<file path="config.mk">
export PLATFORM = sky130hd
export DESIGN_NAME = ffha_ram
export DESIGN_NICKNAME = d
export VERILOG_FILES = /design/src/hw/rtl/ffha_ram.sv
export SDC_FILE = /design/constraint.sdc
export NUM_CORES = 1
export LEC_CHECK = 0
export ABC_AREA = 0
export BUFFER_PORTS_ARGS = -buffer_cell sky130_fd_sc_hd__buf_4
export CAP_MARGIN = 20
export CORE_MARGIN = 2
export CORE_UTILIZATION = 25
export CTS_CLUSTER_DIAMETER = 60
export DETAILED_ROUTE_END_ITERATION = 6
export SLEW_MARGIN = 15
export SYNTH_ARGS = -nofsm -noshare
export SYNTH_HDL_FRONTEND = slang
export SYNTH_SLANG_ARGS = --single-unit
</file>
<file path="constraint.sdc">
create_clock -name clk -period 1.6 [get_ports clk]
set_input_delay 0.24 -clock clk [delete_from_list [all_inputs] [get_ports clk]]
set_output_delay 0.24 -clock clk [all_outputs]
set_load 0.01 [all_outputs]
</file>
<file path="src/hw/rtl/ffha_ram.sv">
// ffha_ram: generic simple dual-port ram, one write and one registered read port
// no dependencies
module ffha_ram #(
	parameter int WIDTH = 8,
	parameter int DEPTH = 16
) (
	input  logic                     clk,
	input  logic                     we,
	input  logic [$clog2(DEPTH)-1:0] waddr,
	input  logic [WIDTH-1:0]         wdata,
	input  logic [$clog2(DEPTH)-1:0] raddr,
	output logic [WIDTH-1:0]         rdata
);
	logic [WIDTH-1:0] mem_q [DEPTH];

	always_ff @(posedge clk) begin
		if (we) begin
			mem_q[waddr] <= wdata;
		end
		rdata <= mem_q[raddr];
	end
endmodule

</file>
==> Yosys cells after proc, flatten, opt, wreduce, memory -nomap -nowiden <==
Memory sizes are Yosys's and may differ from the RTL's. A register that Yosys moved wholly into a read port is not among the register bits.
Index checks and enable logic that the tools add are counted.
W data, S select, Z words.
{ "word_totals": {"mem_count": 1, "register_bits": 0, "out_inout_bits": 8, "ram_bits": 128, "input_bits": 18, "elab_cells": 3, "mem_bits_ro": 0, "latch_bits": 0} }
{ "classes": {"n_lt_le_gt_ge": 0, "add_sub_neg": 0, "reduce_logical": 0, "shifts": 0, "bitwise": 0, "mul": 0, "div": 0, "n_mux": 2, "eq_ne": 0} }
{ "mem_list": {"columns": ["name", "words", "word_bits", "read_ports", "rd_ports_with_merged_regs", "wr", "line", "source"], "rows": [
  ["mem_q", 16, 8, 1, 1, 1, "14", "logic [WIDTH-1:0] mem_q [DEPTH];"]
]} }
{ "op_table": {"columns": ["cell", "n"], "rows": [
  ["$mux W1", 2]
]} }

==> Longest topological paths before layout <==
Gate-level depths: netlist of the first run.
{ "depth": {"depth_word": 2, "mapped_depth": 5, "ltp_nobuf": 3} }

==> Worst setup path before layout of the first run <==
No wires, ideal clock.
{ "synth_timing": {"kind": "input to register", "start": "input port waddr[2]", "end": "memory mem_q[0][0] (enable)", "cell_stages": 2, "t_arrival_ns": 1.350, "path_slack_ns": -0.133, "n_path_buf": 0, "required_time_ns": 1.217, "setup_ns": 0.383, "cell_sequence": "or3b_2 nor3_1"} }
{ "synth_rtl": {"columns": ["item", "line", "source"], "rows": [
  ["start: declaration", "9", "input logic [$clog2(DEPTH)-1:0] waddr,"],
  ["end: declaration", "14", null]
]} }
Straight into the memory's write port.

==> out/metrics.cfg, run 1 <==
[final_layout]
utilization=0.318
fillers=1925
syn_to_final_growth_pct=24.9
antenna_cells=0
drive_gt1_frac=0.343
stdcell_count=576
finish.net_count=311

[power]
peakVddDrop_mv=0.702
power.leakage_nw=2.16
clock_power_share=0.448
internal_power_mw=6.36
netSwitchingFraction=0.211
power_frac_comb=0.054
powerDensity_nw_per_um2=1250
seqPwrFrac=0.498
p_switching_mw=1.70

[place]
dp.cells=544
dp_hpwl_microns=7200
port_buffers=25
place_congestion=0.746
place_ws_ns=-0.0715

[hold_path]
min_path_type=input pin to register
hp-start=wdata[1]
hold_end=mem_q[5][1]$_DFFE_PP_
hold_path_depth=1

[cts]
clkLatencyLatePin_ns=0.42
h-tree-depth=4
cts_resized=0
cts_root_buf=clkbuf_16
cts_buffers=17
cts.clk_slew.worst_paths_ns=0.06
cts_hold_buffers=0
cts_setup_buffers=0
cts_tree=yes
numClockSinks=136
cts.path.max_buffers=2

[timing]
hold-worst-slack_ns=0.122
period_share=0.886
rsz0062_at_grt=no
relSlewSlack=0.616
hold_viol=0
setup_slack_ns=0.183
finalMaxSlewViolations=0
tightest_slew_ns=0.574
fin_skew_ns=0.00691
setup_viol=0
timing.fmax_mhz=706
final.min_clock_period_ns=1.42

[yosys]
synth_edf_count=128
ys_types=19
async_reset_ff_frac=0
ys_top_cells_by_count=edfxtp_1 (128), mux4_2 (18), a22oi_1 (16)
syn_avg_cell_area_sq_um=22.5
syn_inst=229
yosysTopAreaCellShare=0.747
seq_area_frac_synth=0.778
yosys_register_bits=136
netlist_area_sq_um=5150
synth_top_cell_by_area=edfxtp_1
synth.most_common_cell=edfxtp_1
yosysWarnings=0
synthFlopType=edfxtp_1
ys_top_cells_by_area=edfxtp_1 (75%), mux4_2 (7.9%), mux4_1 (7.1%)
syn_nets=247

[floorplanning]
start_util=0.254
die_w_microns=147
fp-row-count=52
io_pins=26
fp.coreArea_sq_um=20200
die_y_microns=147
dieArea_sq_um=21800

[detailed_routing]
drtIter0Drc=194
ant_nets=0
via_count=2500
drt_pass1_iterations=4
viasPerCell=4.34
wl_per_cell_microns=18.2
drc=0
routed_wl_microns=10500

[critical_path]
startpoint_type=register
rr_worst_depth=3
cp-end-kind=register
crit_fanout=1
r2r-start=mem_q[1][0]$_DFFE_PP_
r2r-end=rdata[0]$_DFF_P_
r2r_slack_ns=0.18
cp_data_required_time_ns=1.88
path_class=register to register
worstPathArrival_ns=1.69

[grt]
grt_pass1_vias=2608
overflow=0
grt_start_max_net_pins=17
antenna_found_initial=0
grt_pass1_wl_microns=15900
grtUsageTotal=0.103

[run_status]
status=completed

[job]
maxCapViolations=0

-- worst max path at each step --
stage                                from  depth (start not counted)                    end  slack, ns
floorplan                        waddr[2]                          2  mem_q[3][0]$_DFFE_PP_       0.09
global placement                 raddr[0]                          6       rdata[3]$_DFF_P_      -0.08
detailed placement               raddr[0]                          5       rdata[2]$_DFF_P_      -0.07
CTS                 mem_q[1][2]$_DFFE_PP_                          3       rdata[2]$_DFF_P_       0.17
global route        mem_q[2][5]$_DFFE_PP_                          3       rdata[5]$_DFF_P_       0.12
finish              mem_q[1][0]$_DFFE_PP_                          3       rdata[0]$_DFF_P_       0.18
-- area by class of cell --
| type | instances | area [sq um] | area share |
|---|---|---|---|
| Tap cell | 270 | 338 | 0.0525 |
| Clock inverter | 12 | 104 | 0.0162 |
| Multi-Input combinational cell | 83 | 1060 | 0.165 |
| Clock buffer | 20 | 447 | 0.0695 |
| Sequential cell | 136 | 4000 | 0.623 |
| Timing Repair Buffer | 55 | 475 | 0.0739 |
-- cells by family (layout without fill, tap and decap cells) --
| family | after synthesis | in the layout | share of synthesized area |
|---|---|---|---|
| multiplexers | 32 | 32 | 0.150 |
| flip-flops | 136 | 136 | 0.778 |
| buffers and inverters | 10 | 87 | 0.0168 |
| AND/OR/NAND/NOR | 35 | 35 | 0.0318 |
| AO/OA/AOI/OAI | 16 | 16 | 0.0233 |
-- power groups by stage --
stage / clock network (mW) / logic (mW) / registers [mW]
floorplan: 0 / 0.202 / 4.09
global placement: 0 / 0.430 / 4.09
detailed placement: 0 / 0.441 / 4.09
CTS: 3.67 / 0.441 / 4.02
global route: 3.83 / 0.475 / 4.02
finish: 3.61 / 0.436 / 4.02
-- critical path: stages (launching register included) --
cell and delay [ns]:
edfxtp_1 0.36, mux4_1 0.50, a22oi_1 0.25, nand2_1 0.16
-- layout by cell type (no fill, tap or decap), drive strengths merged --
cell / n
nand2b: 2
dfxtp: 8
edfxtp: 128
nor2: 13
nand3b: 2
or3b: 1
and2: 1
nand2: 9
a22oi: 16
clkinvlp: 3
bufinv: 1
nor3: 4
nor2b: 1
buf: 55
clkbuf: 20
clkinv: 7
inv: 1
nand3: 1
and2b: 1
mux4: 32
-- per-stage QoR --
| step | TNS, ns | total power [mW] | area (sq um) |
|---|---|---|---|
| 2_1_floorplan | 0 | 4.29 | 5150 |
| 3_3_place_gp | -0.215 | 4.52 | 5880 |
| 3_5_place_dp | -0.208 | 4.53 | 5880 |
| 4_1_cts | 0 | 8.13 | 6430 |
| 5_1_grt | 0 | 8.32 | 6430 |
| 6_report | 0 | 8.06 | 6430 |
-- layer usage --
metal | global-route usage | routed length (microns) | vias up
met1 | 0.140 | 5060 | 1320
li1 | - | - | 1104
met2 | 0.152 | 4780 | 60
met5 | 0 | 0 | -
met4 | 0.0375 | 159 | 0
met3 | 0.0383 | 491 | 16
-- state kept, by name, summed over array words and instances (netlist names) --
name / cells
rdata: 8
mem_q: 128
Note: power is estimated with default switching activity, not from simulation.
==> inputs of run 2 (changes only) <==
Clock period 1.6 ns to 1.25 ns, I/O delays scaled along.
==> run 2 against run 1 <==
The run now ends with negative setup slack left; via count is 2.9% lower; die area stayed put; core utilization is 0.33 points higher; sequential share of layout area is 0.64 points lower; critical path type unchanged; critical endpoint is now rdata[3]$_DFF_P_.
==> out/metrics.cfg, run 2 (same netlist as run 1, synthesis figures left out) <==
[run_status]
status=finished with violations
violations=negative setup slack

[timing]
fin_skew_ns=0.00420  ; -0.00271 ns
period_share=1.04  ; +0.151
relSlewSlack=0.321  ; -0.295
final.min_clock_period_ns=1.30  ; -0.121 ns
finalMaxSlewViolations=0  ; unchanged
timing.fmax_mhz=771  ; +9.3%
hold_viol=0  ; unchanged
hold-worst-slack_ns=0.0897  ; -0.0325 ns
tightest_slew_ns=1.01  ; +0.440 ns
tns_ns=-0.105  ; -0.105 ns
setup_viol=4  ; +4
rsz0062_at_grt=yes
setup_slack_ns=-0.0463  ; -0.229 ns

[power]
peakVddDrop_mv=0.881  ; +25%
finalPower_mw=10.7  ; +33%
power.leakage_nw=2.16  ; -0.18%
powerDensity_nw_per_um2=1650  ; +31%

[cts]
numClockSinks=136  ; unchanged
h-tree-depth=4  ; unchanged
cts_setup_buffers=0  ; unchanged
cts_root_buf=clkbuf_16
cts_tree=yes
cts_buffers=17  ; unchanged
clkLatencyLatePin_ns=0.41  ; about the same
cts.path.max_buffers=2  ; unchanged
cts.clk_slew.worst_paths_ns=0.05  ; about the same

[final_layout]
antenna_cells=0  ; unchanged
final_common_cell=edfxtp_1
mostFrequentLayoutCells=edfxtp_1 (128), buf_4 (50), mux4_2 (28)
stdcell_count=576  ; unchanged
finish.net_count=311  ; unchanged
largest_reg_flops=128  ; unchanged
regMostFlops=mem_q
reg_top3=mem_q (128), rdata (8)
syn_to_final_growth_pct=26.2
drive_gt1_frac=0.402  ; +0.0588

[grt]
grt_pass1_vias=2571  ; -1.4%
overflow=0  ; unchanged
grt_pass1_wl_microns=15600  ; -1.7%
grt_start_max_net_pins=25  ; +8
antenna_found_initial=0  ; unchanged
grtUsageTotal=0.102  ; -0.00106

[detailed_routing]
viasPerCell=4.22  ; -2.9%
routed_wl_microns=10300  ; -2.0%
drt_pass1_iterations=4  ; unchanged
ant_nets=0  ; unchanged
wl_per_cell_microns=17.8  ; -2.0%
drc=0  ; unchanged
via_count=2428  ; -2.9%
drtIter0Drc=277  ; +43%

[floorplanning]
fp.coreArea_sq_um=20200  ; unchanged
start_util=0.254  ; unchanged
dieArea_sq_um=21800  ; unchanged
die_w_microns=147  ; unchanged
fp-row-count=52  ; unchanged
io_pins=26  ; unchanged
die_y_microns=147  ; unchanged

[critical_path]
cp-end-kind=register
path_class=register to register
crit_fanout=1  ; unchanged
crit_buf_inv=0  ; unchanged
worstPathArrival_ns=1.59  ; -0.10 ns
crit_slowest_cell=mux4_2
startpoint_type=register
cp_cell_sequence=mux4_2 -> a22oi_2 -> nand2_1
cp_top_family=multiplexers
cp_data_required_time_ns=1.54  ; -0.34 ns
max_stage_delay_ns=0.49  ; about the same

[place]
dp_hpwl_microns=6770  ; -6.0%
place_ws_ns=-0.315  ; -0.244 ns
dp.cells=544  ; unchanged
port_buffers=25  ; unchanged
place_congestion=0.736  ; -1.4%

[hold_path]
min_path_type=input pin to register

[job]
maxCapViolations=0  ; unchanged

-- run 2: layout make-up --
class                   count  area [sq um]
fillers                  1895         13700
clock inverters            12           156
multi-input cells          83          1090
flip-flops and latches    136          4000
clock buffers              20           437
well taps                 270           338
repair buffers             55           475
-- run 2: final timing paths --
check,from,slack (ns),to,cells after the start
setup reg to reg,mem_q[2][3]$_DFFE_PP_,-0.05,rdata[3]$_DFF_P_,3
hold reg to reg,mem_q[13][6]$_DFFE_PP_,0.67,rdata[6]$_DFF_P_,3
setup / recovery,mem_q[2][3]$_DFFE_PP_,-0.05,rdata[3]$_DFF_P_,3
hold / removal,wdata[7],0.09,mem_q[0][7]$_DFFE_PP_,1
-- run 2: per-layer routing --
layer  vias to the layer above  track usage  part of all wire
li1                       1089            -                 -
met1                      1246        0.134              0.45
met2                        81        0.155              0.47
met3                        12       0.0370             0.070
met4                         0       0.0389             0.013
met5                         -            0                 0
-- run 2: report_power, final --
part	switching (mW)	internal, mW	total, mW	leakage, nW
Combinational	0.295	0.271	0.566	0.639
Clock	1.71	3.29	5.00	0.294
Sequential	0.0318	5.10	5.13	1.22
-- run 2: what timing repair did --
item / in CTS / in global routing
endpoints found under the setup margin: 7 / 8
pin swaps: 5 / 2
hold buffers: 0 / 0
resized for setup: 8 / 1
gates cloned: 0 / 0
-- run 2: worst register-to-register path, cell delays in order, from the launching register on --
cell	delay, ns
edfxtp_1	0.37
mux4_2	0.49
a22oi_2	0.24
nand2_1	0.08
-- run 2: metrics by stage --
step	area, sq um	util
detailed placement	5880	0.291
finish	6500	0.321
global route	6500	0.321
global placement	5880	0.291
floorplan	5190	-
CTS	6500	0.321
